File: config.mk
export PLATFORM = sky130hd
export DESIGN_NAME = iot_queue
export DESIGN_NICKNAME = d
export VERILOG_FILES = /design/src/rtl/core/iot_pkg.sv /design/src/rtl/core/iot_queue.sv
export SDC_FILE = /design/constraint.sdc
export NUM_CORES = 1
export LEC_CHECK = 0
export ABC_AREA = 1
export BUFFER_PORTS_ARGS = -buffer_cell sky130_fd_sc_hd__clkbuf_2
export CORE_AREA = 2 2 39 41
export CTS_BUF_LIST = sky130_fd_sc_hd__clkbuf_16
export DETAILED_ROUTE_END_ITERATION = 16
export DIE_AREA = 0 0 41 43
export HOLD_SLACK_MARGIN = 0.08
export PLACE_DENSITY = 0.7
export SLEW_MARGIN = 20
export SYNTH_ARGS = -nofsm -noshare
export SYNTH_HDL_FRONTEND = slang
export SYNTH_SLANG_ARGS = --single-unit
export TNS_END_PERCENT = 30
File: constraint.sdc
create_clock -name clk -period 2.35 [get_ports clk]
set_clock_uncertainty 0.05 [all_clocks]
set_input_delay 0.47 -clock clk [delete_from_list [all_inputs] [get_ports clk]]
set_output_delay 0.47 -clock clk [all_outputs]
set_load 0.03 [all_outputs]
File: src/rtl/core/iot_pkg.sv
package iot_pkg;

    // Size defaults for the frame store
    localparam int MAX_WIDTH_DEF  = 256;
    localparam int MAX_HEIGHT_DEF = 256;

    // Register widths fixed by the register map
    localparam int DIM_W  = 9;
    localparam int MODE_W = 3;
    localparam int PIX_W  = 24;
    localparam int CHAN_W = 8;

    // APB port geometry
    localparam int PADDR_W   = 4;
    localparam int PDATA_W   = 32;
    localparam int REG_IDX_W = 2;

    // Register indexes
    localparam logic [REG_IDX_W-1:0] REG_MODE   = 2'd0;
    localparam logic [REG_IDX_W-1:0] REG_WIDTH  = 2'd1;
    localparam logic [REG_IDX_W-1:0] REG_HEIGHT = 2'd2;

    // Request kinds
    localparam logic REQ_LOAD = 1'b0;
    localparam logic REQ_READ = 1'b1;

    // Transform modes
    localparam logic [MODE_W-1:0] MODE_NEGATE   = 3'd0;
    localparam logic [MODE_W-1:0] MODE_MIRROR_H = 3'd1;
    localparam logic [MODE_W-1:0] MODE_FLIP_V   = 3'd2;
    localparam logic [MODE_W-1:0] MODE_ROT_CW   = 3'd3;
    localparam logic [MODE_W-1:0] MODE_ROT_CCW  = 3'd4;
    localparam logic [MODE_W-1:0] MODE_ROT_180  = 3'd5;

    // Queue depths
    localparam int CMD_DEPTH = 4;
    localparam int OUT_DEPTH = 4;

    // Classified command from the front end
    typedef struct packed {
        logic              kind;
        logic [PIX_W-1:0]  pixel;
        logic [DIM_W-1:0]  row;
        logic [DIM_W-1:0]  col;
        logic              negate;
        logic              row_end;
        logic              frame_end;
    } cmd_t;

    // Finished result word
    typedef struct packed {
        logic [PIX_W-1:0]  pixel;
        logic              row_end;
        logic              frame_end;
    } res_t;

endpackage

File: src/rtl/core/iot_queue.sv
module iot_queue #(
    parameter int WIDTH = 1,
    parameter int DEPTH = iot_pkg::CMD_DEPTH
) (
    input  logic                           clk,
    input  logic                           rst_n,
    input  logic                           push,
    input  logic [WIDTH-1:0]               push_data,
    output logic                           full,
    input  logic                           pop,
    output logic [WIDTH-1:0]               pop_data,
    output logic                           empty,
    output logic [$clog2(DEPTH+1)-1:0]     count
);

    localparam int PTR_W = (DEPTH > 1) ? $clog2(DEPTH) : 1;
    localparam int CNT_W = $clog2(DEPTH + 1);

    logic [WIDTH-1:0] slot_reg [DEPTH];
    logic [PTR_W-1:0] wr_ptr_reg;
    logic [PTR_W-1:0] wr_ptr_next;
    logic [PTR_W-1:0] rd_ptr_reg;
    logic [PTR_W-1:0] rd_ptr_next;
    logic [CNT_W-1:0] count_reg;
    logic [CNT_W-1:0] count_next;
    logic             do_push;
    logic             do_pop;

    assign full     = (count_reg == CNT_W'(DEPTH));
    assign empty    = (count_reg == '0);
    assign count    = count_reg;
    assign pop_data = slot_reg[rd_ptr_reg];
    assign do_push  = push && !full;
    assign do_pop   = pop && !empty;

    // Advance pointers with wrap at the last slot
    always_comb
    begin
        wr_ptr_next = wr_ptr_reg;
        rd_ptr_next = rd_ptr_reg;
        count_next  = count_reg;
        if (do_push)
        begin
            wr_ptr_next = (wr_ptr_reg == PTR_W'(DEPTH - 1)) ? '0 : wr_ptr_reg + 1'b1;
        end
        if (do_pop)
        begin
            rd_ptr_next = (rd_ptr_reg == PTR_W'(DEPTH - 1)) ? '0 : rd_ptr_reg + 1'b1;
        end
        if (do_push && !do_pop)
        begin
            count_next = count_reg + 1'b1;
        end
        else if (do_pop && !do_push)
        begin
            count_next = count_reg - 1'b1;
        end
    end

    always_ff @(posedge clk or negedge rst_n)
    begin
        if (!rst_n)
        begin
            wr_ptr_reg <= '0;
            rd_ptr_reg <= '0;
            count_reg  <= '0;
        end
        else
        begin
            wr_ptr_reg <= wr_ptr_next;
            rd_ptr_reg <= rd_ptr_next;
            count_reg  <= count_next;
        end
    end

    // Store the incoming word
    always_ff @(posedge clk)
    begin
        if (do_push)
        begin
            slot_reg[wr_ptr_reg] <= push_data;
        end
    end

endmodule

==> After elaboration in Yosys (flattened, before gate mapping) <==
Memory sizes are Yosys's and may differ from the RTL's.
Index checks and enable logic that the tools add are counted.
{ "word_totals": {"ff_bits": 7, "ramBits": 4, "inputBits": 5, "output_inout_bits": 6, "word_cells": 27, "memories": 1} }
{ "op_classes": {"addsub": 4, "n_eq_ne": 3, "mux": 6, "n_reduce_logical": 10} }
{ "memory_table": {"columns": ["memory", "depth", "word_bits", "read_ports", "rd_clocked_by_memory_dff", "wr", "line", "rtl"], "rows": [
  ["slot_reg", 4, 1, 1, 0, 1, "iot_queue.sv:19", "logic [WIDTH-1:0] slot_reg [DEPTH];"]
]} }
{ "ops": {"columns": ["op", "n"], "rows": [
  ["3-bit 2-to-1 mux", 2],
  ["2-bit by 1-bit adder with 2-bit output, second input constant", 2],
  ["2-bit equality test, second input constant", 2],
  ["1-bit logical AND", 4],
  ["1-bit logical NOT", 4],
  ["2-bit 2-to-1 mux", 2],
  ["3-bit by 1-bit adder with 3-bit output, second input constant", 1],
  ["3-bit equality test, second input constant", 1],
  ["3-bit logical NOT", 1],
  ["3-bit by 1-bit subtractor with 3-bit output, second input constant", 1],
  ["1-bit 2-to-1 mux", 2],
  ["2-bit nonzero test", 1]
]} }

==> Longest topological paths before layout <==
{ "depth": {"ltp_word": 7, "ltp_mapped": 12, "depth_no_buf": 12} }

==> Worst setup path before layout <==
OpenSTA, ideal clock, no wires.
{ "synth_timing": {"kind": "reg2reg", "startpoint": "register count_reg[0], in the netlist count[0]", "endpoint": "register count_reg[2], in the netlist count[2]", "setup_ns": 0.118, "arrival_ns": 1.761, "required_ns": 2.182, "slack_ns": 0.421, "path_stages_with_launch": 12, "path_buffers": 0, "synth_period_minus_slack_ns": 1.929, "path_cell_list": "dfrtp_1 inv_1 nand3_2 nand2_4 inv_1 ha_1 inv_1 fa_1 nand2_1 nand3_1 nand2_1 nand2_1"} }
{ "synth_via": {"elab_chain_len": 6} }
{ "synth_rtl": {"columns": ["item", "line", "rtl"], "rows": [
  ["start, declared", "iot_queue.sv:24", "logic [CNT_W-1:0] count_reg;"],
  ["start signal, assigned", "iot_queue.sv:72", "count_reg <= count_next;"],
  ["3-bit equality test (*)", "iot_queue.sv:29", "assign full = (count_reg == CNT_W'(DEPTH));"],
  ["1-bit logical NOT (*)", "iot_queue.sv:33", "assign do_push = push && !full;"],
  ["1-bit logical AND (*)", "iot_queue.sv:33", null],
  ["via do_push", "iot_queue.sv:26", "logic do_push;"],
  ["1-bit logical NOT", "iot_queue.sv:54", "else if (do_pop && !do_push)"],
  ["1-bit logical AND", "iot_queue.sv:54", null],
  ["2-bit nonzero test (no source line)", null, null]
]} }
Mark *: on every way through the listed nets, which the timed path passes. The rest lies on a longest branch. The select of a mux whose other input is x is not followed.
A chain may end at the register's enable or synchronous reset.

==> Worst setup path after layout <==
{ "layout_timing": {"startpoint": "register count_reg[1], in the netlist count[1]", "endpoint": "register count_reg[1], in the netlist count[1]"} }
{ "layout_rtl": {"columns": ["item", "line", "rtl"], "rows": [
  ["3-bit equality test", "iot_queue.sv:29", null],
  ["1-bit logical NOT", "iot_queue.sv:33", null],
  ["1-bit logical AND", "iot_queue.sv:33", null],
  ["via do_push", "iot_queue.sv:26", null],
  ["1-bit logical AND", "iot_queue.sv:50", "if (do_push && !do_pop)"],
  ["3-bit 2-to-1 mux", "iot_queue.sv:50", null],
  ["via count_next[1]", "iot_queue.sv:25", "logic [CNT_W-1:0] count_next;"]
]} }
The timed path passes the listed nets, and every way through them passes these cells. The select of a mux whose other input is x is not followed.

==> qor.txt <==
run status -> finished, final reports clean
Final Hold Vio Count -> 0
fin util -> 57.6%
routed wire length -> 1.05 mm
drt via density -> 4.50
register area -> 295 sq um
Final setup viols -> 0
yosys warns -> 0
DRT Pass-1 Iters -> 3
Yosys cell types -> 17
Residual DRC -> 0
post_cts resized -> 0
R2R Path Start -> count[1]$_DFFE_PN0P_
pwr/cell area -> 1500 mW/mm^2
f_max -> 0.517 GHz
die width -> 41 microns
clk sink count -> 11
crit path max fanout -> 7
n_diodes -> 0
leak pwr -> 0.000439 uW
Area Overhead vs Synth -> 24.9%
R2R cell count -> 9
highest-delay cell along the critical path -> dfrtp_1
Final Max Slew Viols -> 0
GRT Residual Overflow -> 0
internal power -> 688 uW
Post-synth EDFFs -> 4
Setup TNS Final -> 0 ps
Flop pwr share -> 30.0%
CP endpoint kind -> flop
Yosys top cell by area -> dfrtp_1
clk buf depth -> 2
Mapped Area -> 638 sq um
Slew headroom -> 82.6%
Routed Antenna Nets -> 0
clk slew on worst S/H paths -> 40 ps
initial antenna violation count -> 0
post-synth top area share -> 27.5%
Net Switching -> 510 uW
share of layout cells above drive strength 1 -> 19.5%
R2R Setup Slk -> 420 ps
Num CTS Buffers -> 3
Die ar. -> 0.00176 sq mm
DR WL/cell -> 10.2 microns
Final min period -> 1930 ps
cell mode on critical path -> inv_1
pin count of the biggest net entering global routing -> 8
sequential area share after synthesis -> 46.3%
final instance area -> 797 sq um
initial DRC count -> 3
CTS tree -> built
Syn Area/Cell -> 8.86 sq um
via count -> 463
worst hold path type -> input pin to flop
worst reg2reg endpoint -> count[1]$_DFFE_PN0P_
io pins -> 11
postcts setup bufs -> 0
Combinational Power Share -> 44.7%
Net count, final -> 100
switching share of power -> 42.6%
multi-input logic area -> 279 sq um
DP Wirelength -> 791 microns
cell row count -> 14
Syn Nets -> 84
Largest register FFs -> 4
fill count -> 115
GRT Overall Usage -> 15.7%
Placer Congestion -> 0.861
vias in the first global route -> 412
most frequent cell after synthesis -> inv_1
RSZ-0062 raised after global routing -> false
Max-Cap Viols -> 0
Hold EP -> slot_reg[3]$_DFFE_PP_
Post-DP Area -> 708 sq um
first-pass GRT wire length -> 1.72 mm
CP Cell Sequence -> inv_1 > nand3_2 > nand2_4 > inv_1 > ha_1 > inv_1 > fa_1 > nand2_1 > o21ai_0
Syn Inst Count -> 72
maximum vdd drop -> 0.000955 V
Cells after DPL -> 98
Max H-tree Level -> 1
CP top delay family -> adder cells
Clock Latency Late Sink -> 240 ps
Finished Layout Cells -> 103
IO Port Bufs -> 10
#FFs+latches synth -> 11
crit share post-route -> 82.2%
Hold-fix buffers, CTS -> 1
clock power share -> 25.4%
most instantiated cells after synthesis -> inv_1 (17), nand2_1 (16), dfrtp_1 (7), ha_1 (6), nor2_1 (6)
crit start category -> flop
CP Buf/Inv Count -> 3
CTS Root Cell -> clkbuf_16
HP Start -> push_data
die height -> 43 microns
Async SR Flop Fraction -> 63.6%
ys flop type -> dfrtp_1
core area -> 0.00138 sq mm
Hold Crit Depth -> 1
worst stage delay on the critical path -> 410 ps
Worst-Margin Slew -> 258 ps
top cells by area, synth -> dfrtp_1 (27%), edfxtp_1 (19%), ha_1 (12%)
Initial Utilization -> 46.1%
kind of critical path -> flop to flop
Worst EP arrival -> 1970 ps
CP required -> 2390 ps
-- per-stage QoR --
stage	worst slack (ps)	total power, uW	hold WS [ps]
after floorplan	421	756	124
after global placement	536	872	265
after detailed placement	486	891	267
after CTS	408	1210	404
after global routing	298	1300	410
final	417	1200	403
-- how the worst max path moves through the flow --
stage / start / to / slack (ps) / depth (start not counted)
2_1_floorplan: count[0]$_DFFE_PN0P_ / count[2]$_DFFE_PN0P_ / 420 / 11
3_3_place_gp: count[0]$_DFFE_PN0P_ / count[1]$_DFFE_PN0P_ / 540 / 9
3_5_place_dp: count[0]$_DFFE_PN0P_ / count[1]$_DFFE_PN0P_ / 490 / 9
4_1_cts: count[1]$_DFFE_PN0P_ / count[1]$_DFFE_PN0P_ / 410 / 9
5_1_grt: count[1]$_DFFE_PN0P_ / count[1]$_DFFE_PN0P_ / 300 / 9
6_report: count[1]$_DFFE_PN0P_ / count[1]$_DFFE_PN0P_ / 420 / 9
-- worst reg2reg max path, stage by stage (launching register included) --
cell and delay, ps:
dfrtp_1 410, inv_1 130, nand3_2 140, nand2_4 120, inv_1 50, ha_1 200
inv_1 80, fa_1 410, nand2_1 70, o21ai_0 110
-- layout make-up --
class,instances,area share [%]
Sequential cell,11,37.0
Tap cell,16,2.51
Inverter,17,8.01
Multi-Input combinational cell,44,35.0
Clock buffer,3,9.42
Clock inverter,1,0.471
Timing Repair Buffer,11,7.54
-- metal layers --
metal,track usage [%],vias up,wire (microns)
li1,-,250,-
met1,17.5,204,445
met2,23.4,7,550
met3,6.28,2,42
met4,10.0,0,12
met5,0,-,0
-- layout by cell type, fill, tap and decap left out --
cell           instances
a21oi_1                1
clkbuf_16              3
clkbuf_2              10
dfrtp_1                7
dlygate4sd3_1          1
edfxtp_1               4
fa_1                   1
ha_1                   6
inv_1                 18
nand2_1               16
nand2_2                1
nand2_4                1
nand3_1                5
nand3_2                2
nand4_1                1
nor2_1                 6
o211ai_1               1
o21ai_0                1
or2_1                  1
xnor2_1                1
-- power groups by stage --
stage	combinational (uW)	clock (uW)	sequential (uW)
5_1_grt	605	322	369
2_1_floorplan	358	0	398
4_1_cts	542	310	360
6_report	535	304	359
3_3_place_gp	515	0	356
3_5_place_dp	530	0	361
-- cell families (layout without fill, tap and decap cells) --
logic type / after synthesis / in the layout / synth area share (%)
DFF: 11 / 11 / 46.3
buffers and inverters: 17 / 32 / 10.0
and+or+nand+nor: 33 / 33 / 24.7
xor gates and xnor gates: 1 / 1 / 1.37
AOI/OAI and AO/OA: 3 / 3 / 2.74
adders and majority gates: 7 / 7 / 14.9
Note: power is estimated with default switching activity, not from simulation.
