[config.mk]
export PLATFORM = sky130hd
export DESIGN_NAME = iot_front
export DESIGN_NICKNAME = d
export VERILOG_FILES = /design/src/rtl/core/iot_pkg.sv /design/src/rtl/core/iot_front.sv
export SDC_FILE = /design/constraint.sdc
export NUM_CORES = 1
export LEC_CHECK = 0
export BUFFER_PORTS_ARGS = -buffer_cell sky130_fd_sc_hd__buf_2
export CORE_UTILIZATION = 32
export DETAILED_ROUTE_END_ITERATION = 7
export PLACE_DENSITY_LB_ADDON = 0.12
export SLEW_MARGIN = 20
export SYNTH_ARGS = -nofsm -noshare
export SYNTH_HDL_FRONTEND = slang
export SYNTH_SLANG_ARGS = --single-unit
[constraint.sdc]
create_clock -name clk -period 6 [get_ports clk]
set_input_delay 1.2 -clock clk [delete_from_list [all_inputs] [get_ports clk]]
set_output_delay 1.2 -clock clk [all_outputs]
set_load 0.005 [all_outputs]
[src/rtl/core/iot_pkg.sv]
package iot_pkg;

    // Size defaults for the frame store
    localparam int MAX_WIDTH_DEF  = 256;
    localparam int MAX_HEIGHT_DEF = 256;

    // Register widths fixed by the register map
    localparam int DIM_W  = 9;
    localparam int MODE_W = 3;
    localparam int PIX_W  = 24;
    localparam int CHAN_W = 8;

    // APB port geometry
    localparam int PADDR_W   = 4;
    localparam int PDATA_W   = 32;
    localparam int REG_IDX_W = 2;

    // Register indexes
    localparam logic [REG_IDX_W-1:0] REG_MODE   = 2'd0;
    localparam logic [REG_IDX_W-1:0] REG_WIDTH  = 2'd1;
    localparam logic [REG_IDX_W-1:0] REG_HEIGHT = 2'd2;

    // Request kinds
    localparam logic REQ_LOAD = 1'b0;
    localparam logic REQ_READ = 1'b1;

    // Transform modes
    localparam logic [MODE_W-1:0] MODE_NEGATE   = 3'd0;
    localparam logic [MODE_W-1:0] MODE_MIRROR_H = 3'd1;
    localparam logic [MODE_W-1:0] MODE_FLIP_V   = 3'd2;
    localparam logic [MODE_W-1:0] MODE_ROT_CW   = 3'd3;
    localparam logic [MODE_W-1:0] MODE_ROT_CCW  = 3'd4;
    localparam logic [MODE_W-1:0] MODE_ROT_180  = 3'd5;

    // Queue depths
    localparam int CMD_DEPTH = 4;
    localparam int OUT_DEPTH = 4;

    // Classified command from the front end
    typedef struct packed {
        logic              kind;
        logic [PIX_W-1:0]  pixel;
        logic [DIM_W-1:0]  row;
        logic [DIM_W-1:0]  col;
        logic              negate;
        logic              row_end;
        logic              frame_end;
    } cmd_t;

    // Finished result word
    typedef struct packed {
        logic [PIX_W-1:0]  pixel;
        logic              row_end;
        logic              frame_end;
    } res_t;

endpackage

[src/rtl/core/iot_front.sv]
module iot_front #(
    parameter int MAX_WIDTH  = iot_pkg::MAX_WIDTH_DEF,
    parameter int MAX_HEIGHT = iot_pkg::MAX_HEIGHT_DEF
) (
    input  logic                          clk,
    input  logic                          rst_n,
    input  logic                          psel,
    input  logic                          penable,
    input  logic                          pwrite,
    input  logic [iot_pkg::PADDR_W-1:0]   paddr,
    input  logic [iot_pkg::PDATA_W-1:0]   pwdata,
    output logic [iot_pkg::PDATA_W-1:0]   prdata,
    input  logic                          accept,
    input  logic                          req_type,
    input  logic [iot_pkg::CHAN_W-1:0]    in_blue,
    input  logic [iot_pkg::CHAN_W-1:0]    in_green,
    input  logic [iot_pkg::CHAN_W-1:0]    in_red,
    output logic                          cmd_push,
    output iot_pkg::cmd_t                 cmd,
    output logic [iot_pkg::DIM_W-1:0]     width
);

    localparam int DIM_W = iot_pkg::DIM_W;
    localparam logic [DIM_W-1:0] RST_WIDTH  = DIM_W'((MAX_WIDTH  < 256) ? MAX_WIDTH  : 256);
    localparam logic [DIM_W-1:0] RST_HEIGHT = DIM_W'((MAX_HEIGHT < 256) ? MAX_HEIGHT : 256);

    function automatic logic [DIM_W-1:0] clamp_dim(input logic [DIM_W-1:0] v,
                                                   input int unsigned maxv);
        logic [DIM_W-1:0] res;
        res = v;
        if (v == '0)
        begin
            res = DIM_W'(1);
        end
        else if (32'(v) > maxv)
        begin
            res = DIM_W'(maxv);
        end
        return res;
    endfunction

    logic [iot_pkg::MODE_W-1:0] mode_reg;
    logic [iot_pkg::MODE_W-1:0] mode_next;
    logic [DIM_W-1:0]           width_reg;
    logic [DIM_W-1:0]           width_next;
    logic [DIM_W-1:0]           height_reg;
    logic [DIM_W-1:0]           height_next;
    logic [DIM_W-1:0]           load_row_reg;
    logic [DIM_W-1:0]           load_row_next;
    logic [DIM_W-1:0]           load_col_reg;
    logic [DIM_W-1:0]           load_col_next;
    logic                       ready_reg;
    logic                       ready_next;
    logic [DIM_W-1:0]           out_row_reg;
    logic [DIM_W-1:0]           out_row_next;
    logic [DIM_W-1:0]           out_col_reg;
    logic [DIM_W-1:0]           out_col_next;

    logic                         cfg_wr;
    logic [iot_pkg::REG_IDX_W-1:0] cfg_idx;
    logic [DIM_W-1:0]             w_m1;
    logic [DIM_W-1:0]             h_m1;
    logic                         swap;
    logic [DIM_W-1:0]             ow_m1;
    logic [DIM_W-1:0]             oh_m1;
    logic                         rend;
    logic                         fend;
    logic [DIM_W-1:0]             src_row;
    logic [DIM_W-1:0]             src_col;
    logic                         load_last_col;
    logic                         load_last;

    assign cfg_wr  = psel && penable && pwrite;
    assign cfg_idx = paddr[iot_pkg::REG_IDX_W+1:2];
    assign width   = width_reg;

    // Register readback
    always_comb
    begin
        unique case (cfg_idx)
            iot_pkg::REG_MODE:   prdata = iot_pkg::PDATA_W'(mode_reg);
            iot_pkg::REG_WIDTH:  prdata = iot_pkg::PDATA_W'(width_reg);
            iot_pkg::REG_HEIGHT: prdata = iot_pkg::PDATA_W'(height_reg);
            default:             prdata = '0;
        endcase
    end

    // Output geometry and end marks
    assign w_m1  = width_reg - 1'b1;
    assign h_m1  = height_reg - 1'b1;
    assign swap  = (mode_reg == iot_pkg::MODE_ROT_CW) || (mode_reg == iot_pkg::MODE_ROT_CCW);
    assign ow_m1 = swap ? h_m1 : w_m1;
    assign oh_m1 = swap ? w_m1 : h_m1;
    assign rend  = (out_col_reg == ow_m1);
    assign fend  = rend && (out_row_reg == oh_m1);

    // Map output position to source position
    always_comb
    begin
        unique case (mode_reg)
            iot_pkg::MODE_MIRROR_H:
            begin
                src_row = out_row_reg;
                src_col = w_m1 - out_col_reg;
            end
            iot_pkg::MODE_FLIP_V:
            begin
                src_row = h_m1 - out_row_reg;
                src_col = out_col_reg;
            end
            iot_pkg::MODE_ROT_CW:
            begin
                src_row = h_m1 - out_col_reg;
                src_col = out_row_reg;
            end
            iot_pkg::MODE_ROT_CCW:
            begin
                src_row = out_col_reg;
                src_col = w_m1 - out_row_reg;
            end
            iot_pkg::MODE_ROT_180:
            begin
                src_row = h_m1 - out_row_reg;
                src_col = w_m1 - out_col_reg;
            end
            default:
            begin
                src_row = out_row_reg;
                src_col = out_col_reg;
            end
        endcase
    end

    assign load_last_col = (load_col_reg == w_m1);
    assign load_last     = load_last_col && (load_row_reg == h_m1);

    // Classify the accepted word and build the command
    always_comb
    begin
        cmd.kind      = req_type;
        cmd.pixel     = {in_red, in_green, in_blue};
        cmd.row       = (req_type == iot_pkg::REQ_LOAD) ? load_row_reg : src_row;
        cmd.col       = (req_type == iot_pkg::REQ_LOAD) ? load_col_reg : src_col;
        cmd.negate    = (mode_reg == iot_pkg::MODE_NEGATE);
        cmd.row_end   = rend;
        cmd.frame_end = fend;
        cmd_push      = accept && ((req_type == iot_pkg::REQ_LOAD) || ready_reg);
    end

    // Update counters and registers
    always_comb
    begin
        mode_next     = mode_reg;
        width_next    = width_reg;
        height_next   = height_reg;
        load_row_next = load_row_reg;
        load_col_next = load_col_reg;
        ready_next    = ready_reg;
        out_row_next  = out_row_reg;
        out_col_next  = out_col_reg;
        if (accept)
        begin
            if (req_type == iot_pkg::REQ_LOAD)
            begin
                if (load_last)
                begin
                    load_row_next = '0;
                    load_col_next = '0;
                    ready_next    = 1'b1;
                end
                else
                begin
                    ready_next = 1'b0;
                    if (load_last_col)
                    begin
                        load_row_next = load_row_reg + 1'b1;
                        load_col_next = '0;
                    end
                    else
                    begin
                        load_col_next = load_col_reg + 1'b1;
                    end
                end
            end
            else if (ready_reg)
            begin
                if (fend)
                begin
                    out_row_next = '0;
                    out_col_next = '0;
                end
                else if (rend)
                begin
                    out_row_next = out_row_reg + 1'b1;
                    out_col_next = '0;
                end
                else
                begin
                    out_col_next = out_col_reg + 1'b1;
                end
            end
        end
        else if (cfg_wr)
        begin
            unique case (cfg_idx) inside
                iot_pkg::REG_MODE:
                begin
                    mode_next    = pwdata[iot_pkg::MODE_W-1:0];
                    out_row_next = '0;
                    out_col_next = '0;
                end
                iot_pkg::REG_WIDTH, iot_pkg::REG_HEIGHT:
                begin
                    if (cfg_idx == iot_pkg::REG_WIDTH)
                    begin
                        width_next = clamp_dim(pwdata[DIM_W-1:0], MAX_WIDTH);
                    end
                    else
                    begin
                        height_next = clamp_dim(pwdata[DIM_W-1:0], MAX_HEIGHT);
                    end
                    out_row_next  = '0;
                    out_col_next  = '0;
                    load_row_next = '0;
                    load_col_next = '0;
                    ready_next    = 1'b0;
                end
                default:
                begin
                end
            endcase
        end
    end

    always_ff @(posedge clk or negedge rst_n)
    begin
        if (!rst_n)
        begin
            mode_reg     <= iot_pkg::MODE_NEGATE;
            width_reg    <= RST_WIDTH;
            height_reg   <= RST_HEIGHT;
            load_row_reg <= '0;
            load_col_reg <= '0;
            ready_reg    <= 1'b0;
            out_row_reg  <= '0;
            out_col_reg  <= '0;
        end
        else
        begin
            mode_reg     <= mode_next;
            width_reg    <= width_next;
            height_reg   <= height_next;
            load_row_reg <= load_row_next;
            load_col_reg <= load_col_next;
            ready_reg    <= ready_next;
            out_row_reg  <= out_row_next;
            out_col_reg  <= out_col_next;
        end
    end

endmodule

# Word level (Yosys, flattened, before mapping)
# Index checks and enable logic that the tools add are counted.
# word_totals
output_inout_bits	88
mem_bits_rw	0
memories	0
latchBits	0
rom_bits	0
regBits	58
# classes
n_addsub	10
magnitude_cmp	1
mul	0
n_bitwise	3
n_shift	0
n_mux	36
n_reduce_logical	24
div_mod_pow	0
n_eq_ne	16
# ops
op	n
$mux W9	28
$pmux W9 S3	3
$add A9 B1 Y9 const B	4
$eq A9 B9 Y1	4
$sub A9 B9 Y9	4
$sub A9 B1 Y9 const B	2
$reduce_and A4 Y1	4
$gt A9 B9 Y1 const B	1
$logic_not A9 Y1	1
$eq A3 B2 Y1 const B	2
$eq A3 B3 Y1 const B	2
$ne A3 B1 Y1 const B	2
$reduce_and A3 Y1	2
$reduce_bool A2 Y1	3
$reduce_or A2 Y1	3
$logic_and A1 B1 Y1	5
$mux W1	5
$reduce_and A5 Y1	1
$ne A2 B1 Y1 const B	2
$eq A3 B1 Y1 const B	1
$logic_not A3 Y1	1
$not A1 Y1	3
$reduce_or A3 Y1	1
$eq A2 B1 Y1 const B	1
other kinds (4)	5

# Depth between registers and ports, before layout
# Gate-level depths: netlist of run 1.
# depth
depth_word	9
depth_mapped	16
depth_no_buf	14

# Worst setup path after synthesis of run 1
# No wires, ideal clock.
# synth_path
path_kind	register to output
from	reg mode_reg[0] (netlist bit)
to	out cmd[20] (netlist bit)
t_arrival_ps	3523
path_slack_ps	1277
stages_incl_launch_ff	17
n_path_buf	2
required_ps	4800
path_cell_list	dfrtp_1 -> clkbuf_1 -> clkbuf_1 -> or3b_2 -> nand2_1 -> mux2_2 -> ha_1 -> inv_1 -> fa_1 -> a21oi_1 -> nor2b_1 -> o21ai_0 -> o31a_1 -> o21ai_0 -> xnor2_1 -> a21oi_1 -> nor3_1
# synth_rtl
item	line_no	text
start: declaration	iot_front.sv:42	logic [iot_pkg::MODE_W-1:0] mode_reg;
start signal: assignment	iot_front.sv:239	mode_reg <= iot_pkg::MODE_NEGATE;
start signal: assignment	iot_front.sv:250	mode_reg <= mode_next;
end: declaration	iot_front.sv:19	output iot_pkg::cmd_t cmd,

==> impl_metrics.py, run 1 <==
metrics = {
    "floorplan": {
        "die_h_um": 145,
        "die_w_um": 145,
        "boundaryPins": 155,
        "start_util": 0.331,
        "core_sq_um": 19800,
        "num_rows": 51,
        "die_area_sq_um": 21000,
    },
    "critical_path": {
        "reg2reg_slack_ns": 2.01,
        "path_class": "flip-flop to output port",
        "reg2regPathDepth": 8,
        "reg2reg_from": "height_reg[0]",
        "worst_setup_path_start_kind": "flip-flop",
        "cp-end-kind": "output port",
        "arrival_ns": 4.17,
        "rr_endpoint": "out_row_reg[6]",
        "crit_required_ns": 4.80,
        "crit_fanout": 8,
    },
    "min_path": {
        "min_path_cells": 2,
        "min_to": "height_reg[8]",
        "min-delay-start": "height_reg[8]",
        "hp-class": "flip-flop to flip-flop",
    },
    "timing": {
        "whs_ns": 0.571,
        "tns_ns": 0,
        "fmax_ghz": 0.186,
        "slew_viol_final": 0,
        "setup_viol": 0,
        "worst_pin_slew_ns": 1.05,
        "fin_ws_ns": 0.629,
        "rsz0062_at_grt": "false",
        "period_share": 0.895,
        "finClkSkew_ns": 0.00936,
        "fin_crit_ns": 5.37,
        "hold_viol_final": 0,
        "slew_headroom": 0.296,
    },
    "logic_synthesis": {
        "syn_avg_cell_area_sq_um": 7.84,
        "synth_cell_types": 77,
        "yosys_register_bits": 58,
        "synth-edff-count": 0,
        "ys_async_sr_fraction": 1.00,
        "yosysMostFrequentCell": "nor2_1",
        "synth-main-ff-cell": "dfrtp_1",
        "synthTopCellsByCount": "nor2_1, nand2_1, dfrtp_1",
        "syn_area_sq_um": 6550,
        "synth_top_area_frac": 0.214,
        "yosysSeqAreaShare": 0.222,
        "synth_cells": 836,
        "yosysWarnings": 0,
        "synth.top_cells.by_area": "dfrtp_1, buf_4, ha_1",
        "synth_top_cell_by_area": "dfrtp_1",
    },
    "global_routing": {
        "grt_max_degree": 59,
        "gr-total-overflow": 0,
        "grt_first_pass_wirelength_um": 35100,
        "antenna_found_initial": 0,
        "track_usage": 0.219,
        "grt_pass1_vias": 5611,
    },
    "clock_network": {
        "clock_sinks": 58,
        "clkTransAtPathRegs_ns": 0.06,
        "tritoncts": "yes",
        "cts.repair.resized": 0,
        "cts_made_buffers": 9,
        "cts-root-buf": "clkbuf_16",
        "htree_levels": 3,
        "hold_buffers": 0,
        "post_cts_buffers": 0,
        "clk_path_buf_depth": 2,
        "clk_latency_ns": 0.35,
    },
    "drt": {
        "drtPass1Iterations": 6,
        "antenna_left": 0,
        "via_count": 6119,
        "viasPerCell": 5.58,
        "drt-initial-drc-count": 489,
        "routed_wl_um": 22700,
        "wire_per_inst_um": 20.7,
        "drc": 0,
    },
    "place": {
        "dpl_cell_area_sq_um": 6720,
        "portBuffers": 58,
        "placedCellCount": 1081,
        "place_ws_ns": 1.00,
        "hpwl_um": 16800,
        "gp_congestion": 0.876,
    },
    "power": {
        "peakVddDrop_mv": 0.165,
        "power_density_nw_per_um2": 352,
        "leakage_uw": 0.00308,
    },
    "final_layout": {
        "antenna_cells": 0,
        "fin_area_sq_um": 7010,
        "fill_cells": 2162,
        "stdcell_count": 1097,
        "finalNetCount": 923,
        "area_growth_pct": 7.01,
        "drive_above_1_share": 0.135,
    },
    "flow_run": {
        "cap_violations": 0,
    },
    "run_status": {
        "status": "completed",
    },
}
==> worst max path at each step <==
| stage | from | to | slack (ns) | cells past startpoint |
|---|---|---|---|---|
| global route | mode_reg[0] | cmd[20] | 0.34 | 15 |
| floorplan | mode_reg[0] | cmd[20] | 1.28 | 16 |
| global placement | mode_reg[0] | cmd[20] | 1.04 | 15 |
| CTS | mode_reg[0] | cmd[20] | 0.61 | 15 |
| detailed placement | mode_reg[0] | cmd[20] | 1.00 | 15 |
| finish | mode_reg[0] | cmd[20] | 0.63 | 15 |
==> where the power goes <==
part / switching, uW / internal [uW] / total [uW]
combinational: 773 / 570 / 1340
clock: 212 / 322 / 534
sequential: 144 / 448 / 592
total: 1130 / 1340 / 2470
==> area by class of cell <==
type | instances | area, sq um | area share
clock buffers | 10 | 229 | 0.0327
inverters | 45 | 169 | 0.0241
multi-input cells | 646 | 4400 | 0.628
flip-flops and latches | 58 | 1450 | 0.207
repair buffers | 67 | 358 | 0.0510
clock inverters | 6 | 66.3 | 0.00946
well taps | 265 | 332 | 0.0473
==> cells by family after synthesis <==
| logic type | synth area share |
|---|---|
| DFF | 0.222 |
| muxes | 0.0661 |
| other | 0.000572 |
| xor gates and xnor gates | 0.0879 |
| buffers and inverters | 0.119 |
| AOI/OAI and AO/OA | 0.218 |
| and+or+nand+nor | 0.229 |
| adders and majority gates | 0.0577 |
==> layer usage <==
layer  vias to the layer above  wire, um  GRT usage
met4                         0       427     0.0632
met5                         -         0          0
met2                       202      9950      0.329
li1                       2930         -          -
met3                        26      1490     0.0324
met1                      2961     10900      0.322
==> worst max-delay path: stages (launching register included) <==
cell and delay [ns]:
dfrtp_1 0.39, or3b_2 0.52, nand2_1 0.41, mux2_2 0.39, ha_1 0.19, inv_1 0.07, fa_1 0.21, a21oi_1 0.08
nor2b_1 0.15, o21ai_0 0.10, o31a_1 0.28, o21ai_0 0.27, xnor2_1 0.24, a21oi_1 0.12, nor3_1 0.24, buf_2 0.15
==> through the flow <==
stage / util / power, uW
2_1_floorplan: - / 1570
3_3_place_gp: 0.339 / 1930
3_5_place_dp: 0.339 / 1920
4_1_cts: 0.354 / 2470
5_1_grt: 0.354 / 2660
6_report: 0.354 / 2470
==> layout by cell type (no fill, tap or decap), types with 20 or more instances in the layout <==
| cell | synthesis | routed |
|---|---|---|
| buf_2 | 0 | 58 |
| o21ai_0 | 54 | 54 |
| nor3_1 | 24 | 24 |
| nand3_1 | 21 | 21 |
| mux2i_1 | 32 | 32 |
| xor2_1 | 25 | 25 |
| ha_1 | 27 | 27 |
| a21oi_1 | 32 | 32 |
| xnor2_1 | 20 | 20 |
| dfrtp_1 | 56 | 56 |
| inv_1 | 44 | 44 |
| nor2_1 | 74 | 74 |
| nand2_1 | 63 | 63 |
| conb_1 | 1 | 23 |
Note: power is estimated with default switching activity, not from simulation.
==> run 2: changes to the inputs <==
--- a/config.mk
+++ b/config.mk
@@ -6,6 +6,7 @@
 export NUM_CORES = 1
 export LEC_CHECK = 0
 export BUFFER_PORTS_ARGS = -buffer_cell sky130_fd_sc_hd__buf_2
+export CAP_MARGIN = 0
 export CORE_UTILIZATION = 32
 export DETAILED_ROUTE_END_ITERATION = 7
 export PLACE_DENSITY_LB_ADDON = 0.12
==> constraint.sdc (replaced) <==
create_clock -name clk -period 4.3 [get_ports clk]
set_input_delay 0.86 -clock clk [delete_from_list [all_inputs] [get_ports clk]]
set_output_delay 0.86 -clock clk [all_outputs]
set_load 0.005 [all_outputs]
==> run 2 against run 1 <==
  * Core utilization rose by 3.0 points
  * Wire length is 5.5% higher
  * Clock-buffer cell count up 2
  * Critical path depth did not move
  * Die area unchanged
  * Setup slack got worse by 0.62 ns
  * Sequential power up 32%
  * Critical path type unchanged
  * Clock skew down 0.0014 ns
  * Via count increased by 4.1%
  * Clock power is 66% higher
  * Sequential share of layout area is 1.6 points lower
  * Global-route usage grew 0.88 points
==> impl_metrics.py, run 2 (same netlist as run 1, synthesis figures left out) <==
metrics = {
    "min_path": {
        "min-delay-start": "height_reg[8]",
        "hp-class": "flip-flop to flip-flop",
    },
    "global_routing": {
        "gr-total-overflow": 0,
        "track_usage": 0.228,
        "grt_pass1_vias": 5920,
        "grt_max_degree": 43,
        "antenna_found_initial": 0,
        "grt_first_pass_wirelength_um": 36400,
    },
    "critical_path": {
        "path_cells": "or3b_4 > nand2_4 > mux2_4 > ha_4 > inv_2 > fa_2 > a21oi_2 > nor2b_2 > o21ai_1 > o31a_1 > o21ai_2 > xnor2_2 > a21oi_2 > nor3_2 > buf_2",
        "path_class": "flip-flop to output port",
        "arrival_ns": 3.43,
        "crit_fanout": 4,
        "reg2reg_from": "mode_reg[1]",
        "critical-path-max-stage-delay_ns": 0.42,
        "startpoint": "mode_reg[2]",
        "crit_top_cell": "a21oi_2",
        "crit_required_ns": 3.44,
        "crit_buf_inv": 2,
        "worst_setup_path_start_kind": "flip-flop",
        "cp_slowest_cell": "or3b_4",
        "cp-end-kind": "output port",
        "critPathTopFamily": "simple AND/OR/NAND/NOR gates",
    },
    "clock_network": {
        "htree_levels": 3,
        "cts-root-buf": "clkbuf_16",
        "clock_sinks": 58,
        "tritoncts": "yes",
        "clk_latency_ns": 0.35,
        "cts_made_buffers": 9,
        "clkTransAtPathRegs_ns": 0.05,
        "clk_path_buf_depth": 2,
    },
    "floorplan": {
        "die_w_um": 145,
        "boundaryPins": 155,
        "die_area_sq_um": 21000,
        "core_sq_um": 19800,
        "die_h_um": 145,
        "start_util": 0.331,
        "num_rows": 51,
    },
    "final_layout": {
        "finalNetCount": 970,
        "layout_commonest_cell": "nor2_1",
        "regArea_sq_um": 1460,
        "fill_cells": 2100,
        "drive_above_1_share": 0.221,
        "multiInputGateArea_sq_um": 4580,
        "stdcell_count": 1145,
        "area_growth_pct": 16.2,
        "mostFrequentLayoutCells": "nor2_1, nand2_1, buf_2",
    },
    "drt": {
        "drtPass1Iterations": 5,
        "viasPerCell": 5.56,
        "antenna_left": 0,
        "drc": 0,
        "met1Wirelength_um": 11600,
        "routed_wl_um": 24000,
        "wire_per_inst_um": 20.9,
        "wl_met2_um": 10600,
        "top_layer": "met4",
        "via_count": 6370,
        "met3WireLength_um": 1310,
        "drt-initial-drc-count": 527,
    },
    "power": {
        "peakVddDrop_mv": 0.249,
        "total_power_uw": 3900,
        "leakage_uw": 0.00338,
        "power_density_nw_per_um2": 513,
    },
    "timing": {
        "fin_crit_ns": 4.29,
        "fin_ws_ns": 0.00992,
        "period_share": 0.998,
        "slew_viol_final": 0,
        "slew_headroom": 0.410,
        "finClkSkew_ns": 0.00791,
        "setup_viol": 0,
        "worst_pin_slew_ns": 0.885,
        "fmax_ghz": 0.233,
        "hold_viol_final": 0,
        "rsz0062_at_grt": "true",
    },
    "place": {
        "portBuffers": 58,
        "place_ws_ns": 0.0656,
        "gp_congestion": 0.876,
        "hpwl_um": 18200,
        "placedCellCount": 1120,
    },
    "run_status": {
        "status": "completed",
    },
    "flow_run": {
        "cap_violations": 0,
    },
}
[run 2: layout make-up]
type,count,share of cell area
antenna,1,0.000329
clock buffer,12,0.0337
clock inverter,4,0.0128
inverter,45,0.0222
multi-input combinational,646,0.602
sequential,58,0.192
tap,265,0.0436
timing repair buffer,114,0.0939
[run 2: stage by stage]
step | hold slack, ns | instance area (sq um) | util | setup TNS [ns]
4_1_cts | 0.561 | 7400 | 0.374 | -0.0310
6_report | 0.546 | 7610 | 0.385 | 0
3_3_place_gp | 0.540 | 7010 | 0.354 | 0
5_1_grt | 0.596 | 7610 | 0.385 | -0.243
3_5_place_dp | 0.547 | 7010 | 0.354 | 0
2_1_floorplan | 0.497 | 6640 | - | 0
[run 2: where the power goes]
part           internal, uW  leakage (uW)  switching (uW)
registers               627      0.000737             157
logic                   983       0.00248            1250
clock network           598      0.000169             287
total                  2210       0.00338            1700
[run 2: metal layers]
metal / vias to the layer above / global-route usage
met4: 0 / 0.0705
met3: 30 / 0.0431
met1: 3110 / 0.330
li1: 3025 / -
met5: - / 0
met2: 205 / 0.338
[run 2: worst reg2reg max path: stages (launching register included)]
cell and delay [ns]:
dfrtp_1 0.35, buf_4 0.15, buf_4 0.36, or3b_2 0.39
nand2_2 0.22, or4_1 0.54, o2111a_1 0.15, or2_0 0.21
or4_4 0.57, nor2b_2 0.26, mux2_2 0.20
[run 2: path summary, 6_finish.rpt]
| check | end | slack [ns] | cells after the start |
|---|---|---|---|
| hold / removal | height_reg[8] | 0.55 | 2 |
| setup reg to reg | out_row_reg[0] | 0.85 | 10 |
| hold reg to reg | height_reg[8] | 0.55 | 2 |
| min in group asynchronous | height_reg[4] | 0.64 | 1 |
| max in group asynchronous | width[8] | 2.76 | 2 |
| setup / recovery | cmd[20] | 0.01 | 15 |
[run 2: repair_timing]
action                                  in CTS  in global routing
buffers inserted                             0                  8
gates cloned                                 0                  0
pin swaps                                    5                 16
resized for setup                            9                 40
hold buffers                                 0                  0
endpoints found under the setup margin       6                  9
==> run 3: changes to the inputs <==
==> constraint.sdc (replaced) <==
create_clock -name clk -period 4.8 [get_ports clk]
set_input_delay 0.96 -clock clk [delete_from_list [all_inputs] [get_ports clk]]
set_output_delay 0.96 -clock clk [all_outputs]
set_load 0.005 [all_outputs]
==> run 3 against run 2 <==
  * Via count is 2.6% lower
  * Final area is 6.3% lower
  * Flip-flop and latch count stayed put
  * Clock power is 28% lower
  * Sequential share of layout area is 1.2 points higher
  * Largest power group unchanged
  * Highest routed layer unchanged
==> impl_metrics.py, run 3 (same netlist as run 1, synthesis figures left out) <==
metrics = {
    "drt": {
        "drc": 0,
        "viasPerCell": 5.59,
        "drtPass1Iterations": 5,
        "antenna_left": 0,
        "drt-initial-drc-count": 499,
        "routed_wl_um": 23200,
        "wire_per_inst_um": 20.9,
        "via_count": 6207,
    },
    "timing": {
        "worst_pin_slew_ns": 1.11,
        "fin_crit_ns": 4.63,
        "fmax_ghz": 0.216,
        "fin_ws_ns": 0.165,
        "rsz0062_at_grt": "false",
        "hold_viol_final": 0,
        "slew_headroom": 0.258,
        "setup_viol": 0,
        "period_share": 0.966,
        "tns_ns": 0,
        "finClkSkew_ns": 0.00935,
        "slew_viol_final": 0,
    },
    "clock_network": {
        "cts-root-buf": "clkbuf_16",
        "clk_latency_ns": 0.34,
        "clock_sinks": 58,
        "htree_levels": 3,
        "tritoncts": "yes",
        "clk_path_buf_depth": 2,
        "clkTransAtPathRegs_ns": 0.05,
        "cts_made_buffers": 9,
        "hold_buffers": 0,
    },
    "final_layout": {
        "fill_cells": 2166,
        "mostFrequentLayoutCells": "nor2_1, nand2_1, buf_2",
        "finalNetCount": 937,
        "regArea_sq_um": 1450,
        "area_growth_pct": 8.92,
        "stdcell_count": 1110,
        "drive_above_1_share": 0.154,
        "layout_commonest_cell": "nor2_1",
        "multiInputGateArea_sq_um": 4430,
    },
    "floorplan": {
        "boundaryPins": 155,
        "num_rows": 51,
        "die_w_um": 145,
        "core_sq_um": 19800,
        "die_h_um": 145,
        "start_util": 0.331,
        "die_area_sq_um": 21000,
    },
    "global_routing": {
        "gr-total-overflow": 0,
        "grt_pass1_vias": 5781,
        "track_usage": 0.221,
        "grt_max_degree": 59,
        "grt_first_pass_wirelength_um": 35600,
        "antenna_found_initial": 0,
    },
    "place": {
        "placedCellCount": 1095,
        "place_ws_ns": 0.334,
        "portBuffers": 58,
        "hpwl_um": 17400,
        "gp_congestion": 0.847,
    },
    "critical_path": {
        "arrival_ns": 3.67,
        "worst_setup_path_start_kind": "flip-flop",
        "path_class": "flip-flop to output port",
        "reg2reg_slack_ns": 1.18,
        "crit_fanout": 3,
        "crit_required_ns": 3.84,
        "cp-end-kind": "output port",
    },
    "power": {
        "peakVddDrop_mv": 0.187,
        "leakage_uw": 0.00316,
        "power_density_nw_per_um2": 440,
    },
    "run_status": {
        "status": "completed",
    },
    "min_path": {
        "hp-class": "flip-flop to flip-flop",
    },
    "flow_run": {
        "cap_violations": 0,
    },
}
-- run 3: changes by cell type in the layout (fill, tap and decap cells not counted), moves of 3 or more --
cell / delta
a21oi_1: +4
a21oi_2: -4
buf_4: -33
clkinv_2: +3
dfrtp_1: +4
dfrtp_2: -4
ha_1: +3
-- run 3: area by class of cell --
class,count,area share
clock inverters,4,0.00631
flip-flops and latches,58,0.204
diodes,1,0.000351
repair buffers,81,0.0666
clock buffers,10,0.0321
inverters,45,0.0237
well taps,265,0.0465
multi-input cells,646,0.621
-- run 3: stage by stage --
step | hold WS [ns] | total power, uW | util | cell area, sq um
CTS | 0.584 | 3110 | 0.359 | 7090
global route | 0.614 | 3370 | 0.361 | 7130
global placement | 0.544 | 2460 | 0.345 | 6820
finish | 0.578 | 3140 | 0.361 | 7140
detailed placement | 0.572 | 2460 | 0.345 | 6820
floorplan | 0.497 | 1960 | - | 6630
-- run 3: layer usage --
| metal | global-route usage | vias up | wire length, um | part of all wire |
|---|---|---|---|---|
| met5 | 0 | - | 0 | 0 |
| met3 | 0.0343 | 32 | 1120 | 0.048 |
| met1 | 0.321 | 3046 | 11400 | 0.49 |
| met4 | 0.0679 | 0 | 420 | 0.018 |
| li1 | - | 2945 | - | - |
| met2 | 0.332 | 184 | 10300 | 0.44 |
-- run 3: path summary, 6_finish.rpt --
| check | start | end | cells after the start |
|---|---|---|---|
| max in group asynchronous | rst_n | out_row_reg[1] | 2 |
| min | ready_reg | ready_reg | 2 |
| max reg2reg | mode_reg[2] | out_row_reg[8] | 10 |
| min reg2reg | ready_reg | ready_reg | 2 |
| min in group asynchronous | rst_n | height_reg[4] | 2 |
| max | mode_reg[0] | cmd[20] | 15 |
-- run 3: power breakdown --
| part | total, uW | internal (uW) | switching, uW |
|---|---|---|---|
| Sequential | 713 | 560 | 152 |
| Combinational | 1790 | 762 | 1020 |
| Clock | 640 | 393 | 247 |
| Total | 3140 | 1720 | 1420 |
-- run 3: repair_timing --
item / 4_1_cts / 5_1_grt
buffers inserted: 0 / 0
pin swaps: 0 / 1
gates resized for setup: 1 / 12
setup endpoints to repair: 1 / 6
-- run 3: worst max-delay path, stage by stage, from the launching register on --
cell,delay [ns]
dfrtp_1,0.41
or3b_2,0.52
nand2_2,0.14
mux2_2,0.35
ha_1,0.19
inv_1,0.07
fa_1,0.20
a21oi_1,0.08
nor2b_1,0.14
o21ai_0,0.10
o31a_1,0.30
o21ai_2,0.20
xnor2_2,0.17
a21oi_1,0.12
nor3_2,0.19
buf_2,0.14
